`config.mk`:
```
export PLATFORM = sky130hd
export DESIGN_NAME = posix_cksum_crc32_top
export DESIGN_NICKNAME = d
export VERILOG_FILES = /design/src/hw/rtl/pcksum_pkg.sv /design/src/hw/rtl/pcksum_dp.sv /design/src/hw/rtl/pcksum_ctrl.sv /design/src/hw/rtl/posix_cksum_crc32_top.sv
export SDC_FILE = /design/constraint.sdc
export NUM_CORES = 1
export LEC_CHECK = 0
export ABC_AREA = 1
export BUFFER_PORTS_ARGS = -buffer_cell sky130_fd_sc_hd__buf_4
export CAP_MARGIN = 10
export CORE_MARGIN = 3
export CORE_UTILIZATION = 38
export DETAILED_ROUTE_END_ITERATION = 16
export PLACE_DENSITY = 0.53
export SLEW_MARGIN = 20
export SYNTH_ARGS = -nofsm -noshare
export SYNTH_HDL_FRONTEND = slang
export SYNTH_SLANG_ARGS = --single-unit
export TNS_END_PERCENT = 5
```
`constraint.sdc`:
```
create_clock -name clk -period 8.5 [get_ports clk]
set_clock_uncertainty 0.05 [all_clocks]
set_input_delay 0 -clock clk [delete_from_list [all_inputs] [get_ports clk]]
set_output_delay 0 -clock clk [all_outputs]
set_load 0.005 [all_outputs]
```
`src/hw/rtl/pcksum_pkg.sv`:
```
// pcksum_pkg: word types, command/status structs and the CRC byte step
// shared by the cksum controller, datapath and top level. No dependencies.
package pcksum_pkg;

  localparam logic [31:0] CRC_GEN   = 32'h04C1_1DB7;
  localparam int          CRC_W     = 32;
  localparam int          COUNT_W   = 64;
  localparam int          BYTE_W    = 8;

  typedef enum logic {
    OP_DATA   = 1'b0,
    OP_FINISH = 1'b1
  } op_t;

  typedef struct packed {
    logic                op;
    logic [BYTE_W-1:0]   data_byte;
  } in_word_t;

  typedef struct packed {
    logic [CRC_W-1:0]    crc_value;
    logic [COUNT_W-1:0]  byte_count;
    logic                count_overflow;
  } out_word_t;

  // controller -> datapath
  typedef struct packed {
    logic data_en;   // fold a stream byte, bump the count
    logic fin_load;  // copy the count into the length shifter
    logic len_step;  // fold the low length byte, shift right by one byte
    logic emit;      // load the result register, clear stream state
  } cmd_t;

  // datapath -> controller
  typedef struct packed {
    logic rest_zero; // no length bytes left to fold
  } stat_t;

  // Non-reflected CRC-32 update by one byte, MSB first.
  function automatic logic [CRC_W-1:0] crc_byte(input logic [CRC_W-1:0] crc,
                                                input logic [BYTE_W-1:0] b);
    logic [CRC_W-1:0] c;
    c = crc ^ {b, {(CRC_W-BYTE_W){1'b0}}};
    for (int k = 0; k < BYTE_W; k++) begin
      if (c[CRC_W-1]) begin
        c = {c[CRC_W-2:0], 1'b0} ^ CRC_GEN;
      end else begin
        c = {c[CRC_W-2:0], 1'b0};
      end
    end
    return c;
  endfunction

endpackage

```
`src/hw/rtl/pcksum_dp.sv`:
```
// pcksum_dp: CRC register, byte counter, overflow flag, length shifter and
// result register. Depends on pcksum_pkg; driven by pcksum_ctrl commands.
module pcksum_dp (
  input  logic                   clk,
  input  logic                   rst,
  input  pcksum_pkg::cmd_t       cmd,
  input  logic [7:0]             data_byte,
  output pcksum_pkg::stat_t      stat,
  output pcksum_pkg::out_word_t  result
);
  import pcksum_pkg::*;

  logic [CRC_W-1:0]   crc;
  logic [COUNT_W-1:0] count;
  logic               ovf;
  logic [COUNT_W-1:0] rest;
  out_word_t          res;

  assign stat.rest_zero = (rest == '0);
  assign result         = res;

  always_ff @(posedge clk) begin
    if (rst) begin
      crc   <= '0;
      count <= '0;
      ovf   <= 1'b0;
    end else if (cmd.emit) begin
      crc   <= '0;
      count <= '0;
      ovf   <= 1'b0;
    end else if (cmd.data_en) begin
      crc   <= crc_byte(crc, data_byte);
      count <= count + COUNT_W'(1);
      if (count == '1) begin
        ovf <= 1'b1;  // wrapped to zero
      end
    end else if (cmd.len_step) begin
      crc <= crc_byte(crc, rest[BYTE_W-1:0]);
    end
  end

  // length shifter and result register: no reset needed
  always_ff @(posedge clk) begin
    if (cmd.fin_load) begin
      rest <= count;
    end else if (cmd.len_step) begin
      rest <= {{BYTE_W{1'b0}}, rest[COUNT_W-1:BYTE_W]};
    end
    if (cmd.emit) begin
      res.crc_value      <= ~crc;
      res.byte_count     <= count;
      res.count_overflow <= ovf;
    end
  end

endmodule

```
`src/hw/rtl/pcksum_ctrl.sv`:
```
// pcksum_ctrl: handshake and sequencing for the cksum engine.
// Depends on pcksum_pkg; issues commands to pcksum_dp.
module pcksum_ctrl (
  input  logic               clk,
  input  logic               rst,
  input  logic               in_valid,
  input  logic               in_op,
  output logic               in_stall,
  output logic               out_valid,
  input  logic               out_stall,
  input  pcksum_pkg::stat_t  stat,
  output pcksum_pkg::cmd_t   cmd
);
  import pcksum_pkg::*;

  typedef enum logic {
    S_IDLE,
    S_LEN
  } state_t;

  state_t state;
  logic   in_take;

  // finish waits until the result register is free
  assign in_stall = (state != S_IDLE) || ((in_op == OP_FINISH) && out_valid);
  assign in_take  = in_valid && !in_stall;

  always_comb begin
    cmd          = '0;
    cmd.data_en  = in_take && (in_op == OP_DATA);
    cmd.fin_load = in_take && (in_op == OP_FINISH);
    cmd.len_step = (state == S_LEN) && !stat.rest_zero;
    cmd.emit     = (state == S_LEN) && stat.rest_zero;
  end

  always_ff @(posedge clk) begin
    if (rst) begin
      state     <= S_IDLE;
      out_valid <= 1'b0;
    end else begin
      case (state)
        S_IDLE: begin
          if (cmd.fin_load) begin
            state <= S_LEN;
          end
        end
        S_LEN: begin
          if (cmd.emit) begin
            state <= S_IDLE;
          end
        end
        default: state <= S_IDLE;
      endcase
      if (cmd.emit) begin
        out_valid <= 1'b1;
      end else if (!out_stall) begin
        out_valid <= 1'b0;
      end
    end
  end

  // result register must be empty when a checksum is loaded
  a_emit_free: assert property (@(posedge clk) disable iff (rst)
    cmd.emit |-> !out_valid)
    else $error("emit while result register occupied");

  // a loaded result is offered on the next cycle
  a_emit_valid: assert property (@(posedge clk) disable iff (rst)
    cmd.emit |=> out_valid)
    else $error("result not presented after emit");

  // a finish always leads into the length phase, never back-to-back input
  a_fin_len: assert property (@(posedge clk) disable iff (rst)
    cmd.fin_load |=> (state == S_LEN) && in_stall)
    else $error("finish did not enter length phase");

  // only one kind of datapath update per cycle
  a_cmd_excl: assert property (@(posedge clk) disable iff (rst)
    $onehot0({cmd.data_en, cmd.fin_load, cmd.len_step, cmd.emit}))
    else $error("conflicting datapath commands");

endmodule

```
`src/hw/rtl/posix_cksum_crc32_top.sv`:
```
// posix_cksum_crc32_top: POSIX cksum engine, top level.
// Depends on pcksum_pkg, pcksum_ctrl and pcksum_dp.
//
// Computes the POSIX cksum over a stream of data words. For a data word
// (op = 0) the byte is folded into a non-reflected CRC-32 (poly 0x04C11DB7,
// init 0, MSB first) and the 64-bit byte count advances, so data streams at
// one word per clock except while a finish is in its length phase. A finish
// word (op = 1) copies the count into a length shifter, whose 0..8
// significant bytes are folded into the CRC low byte first, one byte per
// clock through the crc_byte step, and the inverted CRC, the count and a
// sticky overflow flag are loaded into the result register. Stream state is
// cleared at that point, so the next stream may begin while the result still
// waits on the output. A finish word is held off while an earlier result is
// still waiting. If the count wraps past 64 bits the overflow flag is set and
// the wrapped count is used. data_byte is ignored on finish.
module posix_cksum_crc32_top (
  input  logic                   clk,
  input  logic                   rst,
  input  logic                   in_valid,
  output logic                   in_stall,
  input  pcksum_pkg::in_word_t   in_data,
  output logic                   out_valid,
  input  logic                   out_stall,
  output pcksum_pkg::out_word_t  out_data
);
  import pcksum_pkg::*;

  cmd_t  cmd;
  stat_t stat;

  // sequencing: handshakes and length phase
  pcksum_ctrl u_ctrl (
    .clk       (clk),
    .rst       (rst),
    .in_valid  (in_valid),
    .in_op     (in_data.op),
    .in_stall  (in_stall),
    .out_valid (out_valid),
    .out_stall (out_stall),
    .stat      (stat),
    .cmd       (cmd)
  );

  // CRC, count and result storage
  pcksum_dp u_dp (
    .clk       (clk),
    .rst       (rst),
    .cmd       (cmd),
    .data_byte (in_data.data_byte),
    .stat      (stat),
    .result    (out_data)
  );

endmodule
```
==> flow_metrics.tcl <==
set metrics [dict create \
    path_cells "inv_2 > nand3_2 > nor2_4 > buf_4 > inv_1 > buf_4 > nand2_2 > o21ai_0 > inv_1 > nand2_1 > inv_1" \
    slowest_stage "nand2_2" \
    outcome "completed" \
    finalWirelength_um 42500 \
    nFillCells 3469 \
    drv_slew 0 \
    max_freq_mhz 339 \
    final_common_cell "nand2_1" \
    dieHeight_um 194 \
    ys_ff_latch 260 \
    cp_slowest_stage_delay_ns 0.61 \
    critPathLaunch "u_ctrl.state" \
    r2r-end "u_dp.crc[10]" \
    finalHoldViolCount 0 \
    drc 0 \
    cts_sinks 260 \
    setup_viol 0 \
    cts_tree "done" \
    synthToLayoutAreaGrowth_pct 17.1 \
    yosys.cell_types.count 42 \
    dp.final_hpwl_um 30700 \
    rsz0062_at_grt "false" \
    worst_pin_slew_ns 0.954 \
    crit_path_max_fanout 58 \
    n_antenna_cell 0 \
    post_cts_buffers 0 \
    drive_gt1_frac 0.130 \
    switchingPower_w 0.00102 \
    viasPerCell 5.10 \
    startpoint_type "register" \
    dp.cells 2239 \
    clk_latency_ns 0.57 \
    ioPinCount 112 \
    reg2reg_slack_ns 5.55 \
    row_count 68 \
    synth_fp_nets 1720 \
    cpMostUsedCell "inv_1" \
    power_frac_seq 0.423 \
    worst-setup-path-type "reg -> reg" \
    via_count 11702 \
    place_congestion 0.896 \
    final_cell_mix "nand2_1 (520), nor2_1 (211), inv_1 (171)" \
    grt_pass1_wl_um 64500 \
    initial_utilization 0.388 \
    internal_power_w 0.00237 \
    cts_htree_levels 1 \
    postCtsResizedCells 0 \
    switching_share 0.301 \
    min_delay_worst_endpoint "u_ctrl.state" \
    dpl_worst_slack_ns 5.52 \
    ys_warn_count 0 \
    maxSlewHeadroom 0.364 \
    clkTransAtPathRegs_ns 0.06 \
    fin_cells 2296 \
    wl_per_cell_um 18.5 \
    numCtsBuffers 29 \
    avgSynthCellArea_um2 7.91 \
    fin_nets 1832 \
    ctsLongestPathBuffers 3 \
    post-route-util 0.454 \
    yosysTopAreaCell "edfxtp_1" \
    synth.top_cell.area_share 0.358 \
    path_delay_family "buffers and inverters" \
    setup_tns_ns 0 \
    power_density_mw_per_mm2 215 \
    seq_area_frac_synth 0.505 \
    holdPathStages 3 \
    crit_path_end_kind "register" \
    ant_nets 0 \
    p_clk_frac 0.393 \
    clockRootBuffer "clkbuf_16" \
    r2r_cells 11 \
    core_area_mm2 0.0348 \
    die-width_um 194 \
    post-route-min-period_ns 2.95 \
    crit_required_ns 8.92 \
    antenna_found_initial 0 \
    grt_pass1_vias 10781 \
    timing.rr.start "u_ctrl.state" \
    netlist_top_cells_area "edfxtp_1 (36%), dfxtp_1 (15%), nand2_1 (15%)" \
    combinationalPowerShare 0.183 \
    maxCapViolations 0 \
    power.leakage_nw 6.19 \
    gr-total-overflow 0 \
    ir_worst_vdd_v 0.000159 \
    syn-cell-area_mm2 0.0135 \
    critical_path_buf_inv_count 6 \
    worstPathArrival_ns 3.37 \
    grt_max_degree 82 \
    numPortBuffers 111 \
    grt_util_all_layers 0.218 \
    synthCells 1706 \
    die-area_mm2 0.0378 \
    fin_ws_ns 5.55 \
    finalCritPeriodShare 0.347 \
    cp_num_cells 11 \
    drtPass1Iterations 5 \
    holdCritPathClass "in -> reg" \
    min_from "in_data[8]" \
    drtIter0Drc 922 \
]
area by class of cell:
class | count | area (um2) | area share
clock inverter | 20 | 253 | 0.0160
inverter | 183 | 689 | 0.0436
clock buffer | 34 | 754 | 0.0477
multi-input combinational | 1224 | 5790 | 0.367
sequential | 260 | 6820 | 0.431
tap | 455 | 569 | 0.0360
timing repair buffer | 120 | 926 | 0.0586
metal layers:
| metal | GRT usage | routed length, um | vias up |
|---|---|---|---|
| met1 | 0.321 | 20100 | 5495 |
| met5 | 0 | 0 | - |
| li1 | - | - | 5792 |
| met2 | 0.342 | 18900 | 351 |
| met3 | 0.0295 | 2580 | 64 |
| met4 | 0.0519 | 883 | 0 |
Yosys cell counts (all sizes together):
master  number
inv        183
mux2         9
or2          3
o211ai       2
o221ai       1
nor4         2
a211oi       1
nand3      102
a21oi       67
clkbuf      10
dfxtp       99
xor2        58
xnor2       10
nand3b       8
nand2b       1
o21a         5
ha           1
o21ai      110
o22ai        1
edfxtp     161
nor2       226
nor3b        2
nand4       29
nor3        40
buf         29
nand2      546
sequential cells by signal (all words and copies together), names as in the netlist:
name,flops
u_dp.result,97
u_dp.count,64
u_dp.rest,64
u_dp.crc,32
u_ctrl.out_valid,1
u_ctrl.state,1
u_dp.ovf,1
through the flow:
step                      power [W]  area (um2)  hold WS [ns]
after CTS                   0.00342       15800        0.0803
after floorplan             0.00190       13500        0.0191
after global routing        0.00356       15800         0.143
final                       0.00340       15800         0.114
after detailed placement    0.00207       14700         0.168
after global placement      0.00207       14700         0.166
worst max path at each step:
stage	slack [ns]	end
CTS	5.53	u_dp.crc[7]
detailed placement	5.52	u_dp.crc[10]
finish	5.55	u_dp.crc[10]
global placement	5.59	u_dp.crc[7]
global route	5.23	u_dp.crc[7]
floorplan	5.15	u_dp.result[0]
worst min-delay path: stages:
cell     delay [ns]
buf_4          0.15
nand2_4        0.30
a21oi_1        0.23
kinds of logic after synthesis:
family | after synthesis | share of synthesized area
flip-flops | 260 | 0.505
AO/OA/AOI/OAI | 187 | 0.0721
adder cells (fa/ha/maj) | 1 | 0.000927
AND/OR/NAND/NOR | 959 | 0.304
multiplexers | 9 | 0.00751
buffers and inverters | 222 | 0.0661
XOR/XNOR | 68 | 0.0441
repair_timing:
| action | 4_1_cts | 5_1_grt |
|---|---|---|
| hold buffers | 2 | 0 |
| endpoints found under the hold margin | 2 | 0 |
| setup endpoints to repair | 0 | 0 |
power by group through the flow:
stage               clock, W  sequential, W  combinational [W]
global route         0.00142        0.00144           0.000692
finish               0.00134        0.00144           0.000622
detailed placement         0        0.00146           0.000609
global placement           0        0.00146           0.000604
floorplan                  0        0.00145           0.000450
CTS                  0.00137        0.00144           0.000614
Note: power is estimated with default switching activity, not from simulation.
